$ cat src/rtl/core/lpht_pkg.sv
// Shared types and codes for the linear-probing hash table.
`timescale 1ns / 1ps

package lpht_pkg;

    localparam int KEY_W      = 32;
    localparam int SLOT_FLD_W = 4;
    localparam int STATUS_W   = 2;

    // operation codes
    localparam logic OP_INSERT = 1'b0;
    localparam logic OP_SEARCH = 1'b1;

    // result status codes
    localparam logic [STATUS_W-1:0] ST_INSERTED  = 2'd0;
    localparam logic [STATUS_W-1:0] ST_FULL      = 2'd1;
    localparam logic [STATUS_W-1:0] ST_FOUND     = 2'd2;
    localparam logic [STATUS_W-1:0] ST_NOT_FOUND = 2'd3;

    typedef struct packed {
        logic             operation;
        logic [KEY_W-1:0] key;
    } t_in_beat;

    typedef struct packed {
        logic [STATUS_W-1:0]   status;
        logic [SLOT_FLD_W-1:0] slot;
    } t_out_beat;

    // one table entry: occupancy plus stored key
    typedef struct packed {
        logic             used;
        logic [KEY_W-1:0] key;
    } t_slot;

endpackage

$ cat src/rtl/core/lpht_slot_ram.sv
// Single-port slot memory with registered read data.
`timescale 1ns / 1ps

module lpht_slot_ram #(
    parameter int DEPTH = 16,
    parameter int AW    = $clog2(DEPTH)
) (
    input  logic                 i_clk,
    input  logic                 i_we,
    input  logic [AW-1:0]        i_addr,
    input  lpht_pkg::t_slot      i_wdata,
    output lpht_pkg::t_slot      o_rdata
);
    import lpht_pkg::*;

    t_slot r_mem [DEPTH];
    t_slot r_rdata;

    always_ff @(posedge i_clk) begin
        if (i_we) begin
            r_mem[i_addr] <= i_wdata;
        end
        r_rdata <= r_mem[i_addr];
    end

    assign o_rdata = r_rdata;

endmodule

$ cat src/rtl/core/lpht_home_div.sv
// Key mod SLOTS by reciprocal multiplication; a power-of-two table size takes a mask instead.
`timescale 1ns / 1ps

module lpht_home_div #(
    parameter int SLOTS = 16,
    parameter int IW    = $clog2(SLOTS)
) (
    input  logic                        i_clk,
    input  logic                        i_rst_n,
    input  logic                        i_start,
    input  logic [lpht_pkg::KEY_W-1:0]  i_key,
    output logic                        o_done,
    output logic [IW-1:0]               o_home
);
    import lpht_pkg::*;

    localparam bit              POW2  = ((SLOTS & (SLOTS - 1)) == 0);
    localparam int              HW    = KEY_W / 2;       // key half fed to the multiplier
    localparam int              MW    = KEY_W + 1;       // reciprocal width
    localparam int              PW    = HW + MW;         // partial product width
    localparam int              AW    = KEY_W + MW;      // full product width
    localparam int              SH    = KEY_W + IW;      // quotient shift
    // ceil(2^SH / SLOTS): exact quotient for every 32-bit key when SLOTS is not 2^n
    localparam logic [63:0]     MAG64 = ((64'd1 << SH) + 64'(SLOTS) - 64'd1) / 64'(SLOTS);
    localparam logic [MW-1:0]   MAG   = MAG64[MW-1:0];

    localparam logic [1:0] STEP_LO  = 2'd0;
    localparam logic [1:0] STEP_HI  = 2'd1;
    localparam logic [1:0] STEP_FIX = 2'd2;

    logic             r_busy;
    logic             r_done;
    logic [1:0]       r_step;
    logic [IW-1:0]    r_rem;
    logic [KEY_W-1:0] r_key;
    logic [AW-1:0]    r_acc;

    logic [HW-1:0]    half;
    logic [PW-1:0]    part;
    logic [KEY_W-1:0] quo;
    logic [KEY_W-1:0] back;
    logic [KEY_W-1:0] diff;

    // one shared 16 x 33 multiplier: low half, then high half of the key
    always_comb begin
        half = (r_step == STEP_LO) ? r_key[HW-1:0] : r_key[KEY_W-1:HW];
        part = PW'(half) * PW'(MAG);
        quo  = KEY_W'(r_acc >> SH);
        back = quo * KEY_W'(SLOTS);
        diff = r_key - back;
    end

    always_ff @(posedge i_clk) begin
        if (!i_rst_n) begin
            r_busy <= 1'b0;
            r_done <= 1'b0;
            r_step <= STEP_LO;
        end else begin
            r_done <= 1'b0;
            if (i_start) begin
                r_key  <= i_key;
                r_step <= STEP_LO;
                r_acc  <= '0;
                if (POW2) begin
                    r_rem  <= i_key[IW-1:0];
                    r_done <= 1'b1;
                end else begin
                    r_busy <= 1'b1;
                end
            end else if (r_busy) begin
                case (r_step)
                    STEP_LO: begin
                        r_acc  <= AW'(part);
                        r_step <= STEP_HI;
                    end
                    STEP_HI: begin
                        r_acc  <= r_acc + (AW'(part) << HW);
                        r_step <= STEP_FIX;
                    end
                    STEP_FIX: begin
                        r_rem  <= diff[IW-1:0];
                        r_busy <= 1'b0;
                        r_done <= 1'b1;
                    end
                    default: begin
                        r_step <= STEP_LO;
                    end
                endcase
            end
        end
    end

    assign o_done = r_done;
    assign o_home = r_rem;

endmodule

$ cat src/rtl/core/linear_probing_hash_table.sv
// Open-addressing hash table with linear probing: top level and probe sequencer.
//
// Each input beat is an insert or a search of a 32-bit key; each produces exactly one
// result beat. The home slot is key mod SLOTS. An insert stores the key in the first
// empty slot from home (wrapping), duplicates included, and reports status 1 with slot 0
// when every slot is taken. A search reports the first occupied slot in probe order that
// holds the key, or status 3 with slot 0. Slot numbers wider than 4 bits are truncated.
// After reset the block sweeps the slot memory to mark every slot empty, with in_ready
// low. An item is then accepted, its home slot computed (a mask when SLOTS is a power
// of two, otherwise a reciprocal multiply and remainder fix-up), its slots probed
// through the single-port slot memory (one read per cycle, registered read data), the
// write of an insert made, and the result handed to the output register.
// One item is in flight at a time; the finished result waits in the output register, so
// a new beat is taken while an earlier result is still unclaimed.
`timescale 1ns / 1ps

module linear_probing_hash_table #(
    parameter int SLOTS = 16
) (
    input  logic                  i_clk,
    input  logic                  i_rst_n,
    input  logic                  i_in_valid,
    output logic                  o_in_ready,
    input  lpht_pkg::t_in_beat    i_in_data,
    output logic                  o_out_valid,
    input  logic                  i_out_ready,
    output lpht_pkg::t_out_beat   o_out_data
);
    import lpht_pkg::*;

    localparam int            IW   = $clog2(SLOTS);
    localparam int            CW   = $clog2(SLOTS + 1);
    localparam logic [IW-1:0] LAST = IW'(SLOTS - 1);
    localparam logic [CW-1:0] NPRB = CW'(SLOTS);

    typedef enum logic [2:0] {
        S_CLEAR,
        S_IDLE,
        S_HOME,
        S_PROBE,
        S_WRITE,
        S_RESULT
    } t_state;

    t_state               r_state, n_state;
    logic                 r_op, n_op;
    logic [KEY_W-1:0]     r_key, n_key;
    logic [IW-1:0]        r_addr, n_addr;       // clear sweep / probe read pointer
    logic [CW-1:0]        r_issued, n_issued;   // reads issued this item
    logic                 r_chk, n_chk;         // read data due for compare this cycle
    logic [IW-1:0]        r_chk_addr, n_chk_addr;
    logic [STATUS_W-1:0]  r_status, n_status;
    logic [IW-1:0]        r_slot, n_slot;
    logic                 r_out_valid, n_out_valid;
    t_out_beat            r_out_data, n_out_data;

    logic                 accept;
    logic [IW-1:0]        addr_inc;
    logic                 div_done;
    logic [IW-1:0]        div_home;
    logic                 ram_we;
    logic [IW-1:0]        ram_addr;
    t_slot                ram_wdata;
    t_slot                ram_rdata;

    assign accept   = i_in_valid && (r_state == S_IDLE);
    assign addr_inc = (r_addr == LAST) ? '0 : IW'(r_addr + 1'b1);

    lpht_home_div #(
        .SLOTS (SLOTS)
    ) u_home_div (
        .i_clk   (i_clk),
        .i_rst_n (i_rst_n),
        .i_start (accept),
        .i_key   (i_in_data.key),
        .o_done  (div_done),
        .o_home  (div_home)
    );

    lpht_slot_ram #(
        .DEPTH (SLOTS)
    ) u_slot_ram (
        .i_clk   (i_clk),
        .i_we    (ram_we),
        .i_addr  (ram_addr),
        .i_wdata (ram_wdata),
        .o_rdata (ram_rdata)
    );

    always_comb begin
        n_state     = r_state;
        n_op        = r_op;
        n_key       = r_key;
        n_addr      = r_addr;
        n_issued    = r_issued;
        n_chk       = r_chk;
        n_chk_addr  = r_chk_addr;
        n_status    = r_status;
        n_slot      = r_slot;
        n_out_valid = r_out_valid;
        n_out_data  = r_out_data;

        ram_we         = 1'b0;
        ram_addr       = r_addr;
        ram_wdata.used = 1'b0;
        ram_wdata.key  = r_key;

        // result beat taken downstream
        if (r_out_valid && i_out_ready) begin
            n_out_valid = 1'b0;
        end

        case (r_state)
            S_CLEAR: begin
                ram_we = 1'b1;
                n_addr = addr_inc;
                if (r_addr == LAST) begin
                    n_state = S_IDLE;
                end
            end
            S_IDLE: begin
                if (accept) begin
                    n_op    = i_in_data.operation;
                    n_key   = i_in_data.key;
                    n_state = S_HOME;
                end
            end
            S_HOME: begin
                if (div_done) begin
                    n_addr   = div_home;
                    n_issued = '0;
                    n_chk    = 1'b0;
                    n_state  = S_PROBE;
                end
            end
            S_PROBE: begin
                // issue the next read while checking the previous one
                n_chk = 1'b0;
                if (r_issued != NPRB) begin
                    n_addr     = addr_inc;
                    n_issued   = CW'(r_issued + 1'b1);
                    n_chk      = 1'b1;
                    n_chk_addr = r_addr;
                end
                if (r_chk) begin
                    if (r_op == OP_INSERT && !ram_rdata.used) begin
                        n_slot   = r_chk_addr;
                        n_status = ST_INSERTED;
                        n_state  = S_WRITE;
                    end else if (r_op == OP_SEARCH && ram_rdata.used
                                 && ram_rdata.key == r_key) begin
                        n_slot   = r_chk_addr;
                        n_status = ST_FOUND;
                        n_state  = S_RESULT;
                    end else if (r_issued == NPRB) begin
                        // last slot checked, nothing fit
                        n_slot   = '0;
                        n_status = (r_op == OP_INSERT) ? ST_FULL : ST_NOT_FOUND;
                        n_state  = S_RESULT;
                    end
                end
            end
            S_WRITE: begin
                ram_we         = 1'b1;
                ram_addr       = r_slot;
                ram_wdata.used = 1'b1;
                n_state        = S_RESULT;
            end
            S_RESULT: begin
                if (!r_out_valid || i_out_ready) begin
                    n_out_valid       = 1'b1;
                    n_out_data.status = r_status;
                    n_out_data.slot   = SLOT_FLD_W'(r_slot);
                    n_state           = S_IDLE;
                end
            end
            default: begin
                n_state = S_IDLE;
            end
        endcase
    end

    always_ff @(posedge i_clk) begin
        if (!i_rst_n) begin
            r_state     <= S_CLEAR;
            r_addr      <= '0;
            r_issued    <= '0;
            r_chk       <= 1'b0;
            r_out_valid <= 1'b0;
        end else begin
            r_state     <= n_state;
            r_addr      <= n_addr;
            r_issued    <= n_issued;
            r_chk       <= n_chk;
            r_out_valid <= n_out_valid;
        end
        r_op       <= n_op;
        r_key      <= n_key;
        r_chk_addr <= n_chk_addr;
        r_status   <= n_status;
        r_slot     <= n_slot;
        r_out_data <= n_out_data;
    end

    assign o_in_ready  = (r_state == S_IDLE);
    assign o_out_valid = r_out_valid;
    assign o_out_data  = r_out_data;

endmodule

$ cat config.mk
export PLATFORM = sky130hd
export DESIGN_NAME = linear_probing_hash_table
export DESIGN_NICKNAME = d
export VERILOG_FILES = /design/src/rtl/core/lpht_pkg.sv /design/src/rtl/core/lpht_slot_ram.sv /design/src/rtl/core/lpht_home_div.sv /design/src/rtl/core/linear_probing_hash_table.sv
export SDC_FILE = /design/constraint.sdc
export NUM_CORES = 1
export LEC_CHECK = 0
export BUFFER_PORTS_ARGS = -buffer_cell sky130_fd_sc_hd__clkbuf_2
export CORE_ASPECT_RATIO = 0.75
export CORE_MARGIN = 10
export CORE_UTILIZATION = 50
export CTS_BUF_LIST = sky130_fd_sc_hd__clkbuf_8
export DETAILED_ROUTE_END_ITERATION = 16
export PLACE_DENSITY = 0.63
export SLEW_MARGIN = 20
export SYNTH_ARGS = -nofsm -noshare
export SYNTH_HDL_FRONTEND = slang
export SYNTH_SLANG_ARGS = --single-unit
$ cat constraint.sdc
create_clock -name i_clk -period 5.75 [get_ports i_clk]
set_input_delay 0.2875 -clock i_clk [delete_from_list [all_inputs] [get_ports i_clk]]
set_output_delay 0.2875 -clock i_clk [all_outputs]
set_load 0.02 [all_outputs]
==> results.rst <==
.. list-table::
   :header-rows: 1

   * - Metric
     - Value
   * - CTS tree
     - yes
   * - Commonest non-fill, non-tap cell in the layout
     - sky130_fd_sc_hd__edfxtp_1
   * - Switching part of the total power
     - about a third
   * - Clock input transition at the sequential cells of the worst setup and hold paths
     - roughly 60 ps
   * - Fillers
     - 3707
   * - Cell type with the highest aggregate area in the netlist
     - sky130_fd_sc_hd__edfxtp_1
   * - Worst min-delay path class
     - input port to register
   * - Count of buffers from port buffering
     - 44
   * - Total Die Area
     - between 50000 and 60000 um2
   * - Maximum buffer depth of the clock tree
     - 3
   * - Hpwl dp
     - about 29 mm
   * - Clock Tree Root
     - sky130_fd_sc_hd__clkbuf_8
   * - Area Overhead vs Synth
     - 12.6%
   * - Share of the synthesized area in the top cell type
     - 72.5%
   * - Wire length of the first global-routing pass
     - a little under 80 mm
   * - First-iteration detailed-routing DRC count
     - about 1200
   * - Maximum clock frequency
     - 0.272 GHz
   * - Antenna violations before repair
     - 0
   * - Sequential cell area fraction in the yosys report
     - between 70% and 80%
   * - DP Area
     - between 20000 and 30000 um2
   * - Detail-routed via count per cell
     - between 5 and 6
   * - Setup repair after global routing missed its margin
     - false
   * - Worst clock skew
     - ~23 ps
   * - EDFF count, synth
     - approximately 590
   * - Endpoints failing hold
     - 0
   * - Num CTS Buffers
     - 96
   * - Number of nets produced by synthesis
     - between 1000 and 1500
   * - Aggregate negative setup slack
     - 0 ps
   * - Post-detailed-route count of antenna-violating nets
     - 0
   * - GRT Util Overall
     - 17.9%
   * - Maximum resistive drop on vdd
     - 0.400 mV
   * - Commonest cells after routing, fill and taps aside
     - 585 x sky130_fd_sc_hd__edfxtp_1, 272 x sky130_fd_sc_hd__mux2i_1, 133 x sky130_fd_sc_hd__o22ai_1, 99 x sky130_fd_sc_hd__clkbuf_8, 90 x sky130_fd_sc_hd__nor2_1
   * - Top Ports
     - 45
   * - Leakage power
     - 10.2 nW
   * - Crit share post-route
     - a little under two thirds
   * - Terminating pin of the worst hold path
     - r_state[1]$_SDFFE_PN0P_
   * - Number of global-route vias before repair
     - roughly 12000
   * - Main synth FF type
     - sky130_fd_sc_hd__edfxtp_1
   * - Via count of the routed design
     - around 12000
   * - Worst skew pair latency
     - about 700 ps
   * - Data arrival time of the critical path
     - 4230 ps
   * - Cell area after synthesis
     - 24200 um2
   * - Num rows
     - 69
   * - Register-to-register setup slack
     - between 2000 and 2500 ps
   * - Worst reg2reg endpoint
     - u_slot_ram.o_rdata[16]$_DFF_P_
   * - Run status
     - finished clean
   * - Tightest Pin Transition
     - around 1100 ps
   * - Share of flip-flops with an asynchronous set or reset
     - 0%
   * - Switching component of the power
     - just over 0.004 W
   * - Antenna diode count
     - 0
   * - Area of the core
     - 47700 um2
   * - Number of nets in the finished design
     - 1582
   * - Detailed Route WL
     - roughly 52 mm
   * - Fin area
     - 27300 um2
   * - Finished Layout Cells
     - 2261
   * - Global placer's final weighted congestion
     - about 0.77
   * - Setup fix buffers added after clock tree synthesis
     - 0
   * - Count of state elements after synthesis
     - ~640
   * - Worst Reg-to-Reg Cells
     - 7
   * - Critical path capture point type
     - register
   * - MaxCap Viol Count
     - 0
   * - Vert. Die Dim
     - around 210 um
   * - Drt drc
     - 0
   * - Combinational fraction of design power
     - between 20% and 30%
   * - Category of the most critical setup path
     - register to register
   * - Yosys warning total
     - 0
   * - Width of the chip
     - ~270 um
   * - R2R Path Start
     - r_state[2]$_SDFFE_PN0P_
   * - Largest net degree at the start of global routing
     - around 110
   * - Hold Worst Slack
     - ~170 ps
   * - Dpl cells
     - slightly above 2000
   * - Internal power
     - around 0.0088 W
   * - Worst slew margin relative to its limit
     - 25.4%
   * - Critical path launch point type
     - register
   * - Share of layout cells above drive strength 1
     - approximately 14%
   * - Power share of the sequential group
     - 48.0%
   * - Clk sink count
     - roughly 640
   * - CTS H-tree lvls
     - 3
   * - Number of slew-limit violations in the final report
     - 0
   * - Minimum period implied by the final worst setup slack
     - about 3700 ps
   * - Hold path depth
     - 4
   * - Post-Syn Area per Cell
     - 17.2 um2
   * - Proportion of power drawn by the clock network
     - a little over a quarter
   * - Largest fanout of any net on the critical path
     - 33
   * - Cell count after synthesis
     - approximately 1400
   * - Effective utilization at floorplan
     - between 50% and 60%
   * - Post-DR wirelength/cell
     - approximately 23 um
   * - Ranking of synthesized cells by area
     - sky130_fd_sc_hd__edfxtp_1 72%, sky130_fd_sc_hd__mux2i_1 11%, sky130_fd_sc_hd__dfxtp_1 4.2%, sky130_fd_sc_hd__o22ai_1 3.4%, sky130_fd_sc_hd__nor2_1 1.6%
   * - Hold Path Origin
     - i_in_valid
   * - Total power density per cell area
     - 471 nW/um2
   * - Gr ovfl total
     - 0
   * - Required time of the worst setup path
     - between 6000 and 7000 ps
   * - Number of detailed-routing iterations run before antenna repair
     - 5
   * - Count of final setup violators
     - 0
   * - Number of distinct standard cells referenced by the synthesized netlist
     - 42
==> synthesized netlist by cell type (2+ instances only) <==
library cell and count:
sky130_fd_sc_hd__edfxtp_1 585, sky130_fd_sc_hd__mux2i_1 272, sky130_fd_sc_hd__o22ai_1 133, sky130_fd_sc_hd__nor2_1 106
sky130_fd_sc_hd__nand2_1 55, sky130_fd_sc_hd__dfxtp_1 51, sky130_fd_sc_hd__xor2_1 31, sky130_fd_sc_hd__buf_2 19
sky130_fd_sc_hd__buf_6 19, sky130_fd_sc_hd__nor2b_1 16, sky130_fd_sc_hd__buf_4 15, sky130_fd_sc_hd__clkbuf_1 13
sky130_fd_sc_hd__a21oi_1 11, sky130_fd_sc_hd__o21ai_0 10, sky130_fd_sc_hd__inv_1 7, sky130_fd_sc_hd__nand2b_1 6
sky130_fd_sc_hd__nor4_1 6, sky130_fd_sc_hd__mux2_2 5, sky130_fd_sc_hd__xnor2_1 5, sky130_fd_sc_hd__and2_1 4
sky130_fd_sc_hd__nand4_1 4, sky130_fd_sc_hd__a211oi_1 3, sky130_fd_sc_hd__ha_1 3, sky130_fd_sc_hd__nand3_1 3
sky130_fd_sc_hd__nor3_1 3, sky130_fd_sc_hd__or2_1 3, sky130_fd_sc_hd__a22oi_1 2, sky130_fd_sc_hd__a31oi_1 2
sky130_fd_sc_hd__nor3b_1 2, sky130_fd_sc_hd__nor3b_2 2, sky130_fd_sc_hd__o221ai_1 2
==> through the flow <==
stage                     util (%)  total power, W  setup slack, ps
after floorplan                  -         0.00858             2580
after global placement        52.7         0.00945             2150
after detailed placement      52.8         0.00950             2100
after CTS                     57.3          0.0130             2080
after global routing          57.3          0.0135             1810
final                         57.3          0.0129             2070
==> worst max path at each step <==
stage | endpoint | slack, ps | startpoint
floorplan | u_slot_ram.r_mem[0][0]$_DFFE_PP_ | 2580 | r_state[0]$_SDFFE_PN0P_
global placement | u_slot_ram.o_rdata[16]$_DFF_P_ | 2150 | r_state[2]$_SDFFE_PN0P_
detailed placement | u_slot_ram.r_mem[5][8]$_DFFE_PP_ | 2100 | r_state[2]$_SDFFE_PN0P_
CTS | u_slot_ram.o_rdata[20]$_DFF_P_ | 2080 | r_state[2]$_SDFFE_PN0P_
global route | u_slot_ram.o_rdata[16]$_DFF_P_ | 1810 | r_state[2]$_SDFFE_PN0P_
finish | u_slot_ram.o_rdata[16]$_DFF_P_ | 2070 | r_state[2]$_SDFFE_PN0P_
==> worst max-delay path, stage by stage (launching register included) <==
cell	delay, ps
sky130_fd_sc_hd__dfxtp_1	600
sky130_fd_sc_hd__nor3b_2	240
sky130_fd_sc_hd__buf_4	320
sky130_fd_sc_hd__mux2i_1	840
sky130_fd_sc_hd__or2_2	970
sky130_fd_sc_hd__o22ai_1	180
sky130_fd_sc_hd__nor2_1	300
sky130_fd_sc_hd__nand2_1	80
==> area by class of cell <==
type                    count  area, um2  share of cell area [%]
multi-input cells         698       5280                    19.4
inverters                   7       26.3                  0.0963
repair buffers            103        796                    2.92
flip-flops and latches    636      18600                    68.1
well taps                 639        800                    2.93
clock inverters            79        432                    1.58
clock buffers              99       1360                    4.99
==> layer usage <==
metal  global-route usage [%]  up-vias  share of wire, %
met4                     5.58        0               2.3
met2                     26.8      337                45
li1                         -     5763                 -
met3                     3.86       90               5.7
met5                        0        -                 0
met1                     25.9     6222                47
==> logic make-up after synthesis <==
group                      synth area share, %
DFF                                       76.7
muxes                                     11.6
and+or+nand+nor                           3.96
AOI/OAI and AO/OA                         4.22
buffers and inverters                     2.08
xor gates and xnor gates                  1.30
adders and majority gates                0.155
==> sequential cells by signal, summed over array words and instances (netlist names) <==
signal / cells
o_out_data: 6
o_out_valid: 1
r_addr: 4
r_chk: 1
r_chk_addr: 4
r_issued: 5
r_key: 32
r_op: 1
r_slot: 4
r_state: 3
r_status: 2
u_home_div.o_done: 1
u_home_div.o_home: 4
u_home_div.r_busy: 1
u_home_div.r_key: 4
u_home_div.r_step: 2
u_slot_ram.o_rdata: 33
u_slot_ram.r_mem: 528
==> what timing repair did <==
| item | CTS | global route |
|---|---|---|
| hold endpoints to repair | 51 | 0 |
| gates resized for setup | 0 | 0 |
| hold buffers | 35 | 0 |
==> power by group through the flow <==
stage | combinational [W] | clock [W] | sequential [W]
6_report | 0.00321 | 0.00348 | 0.00618
5_1_grt | 0.00350 | 0.00375 | 0.00624
4_1_cts | 0.00325 | 0.00355 | 0.00618
3_5_place_dp | 0.00322 | 0 | 0.00627
3_3_place_gp | 0.00320 | 0 | 0.00625
2_1_floorplan | 0.00241 | 0 | 0.00617
Power figures use the tool's default switching activity.
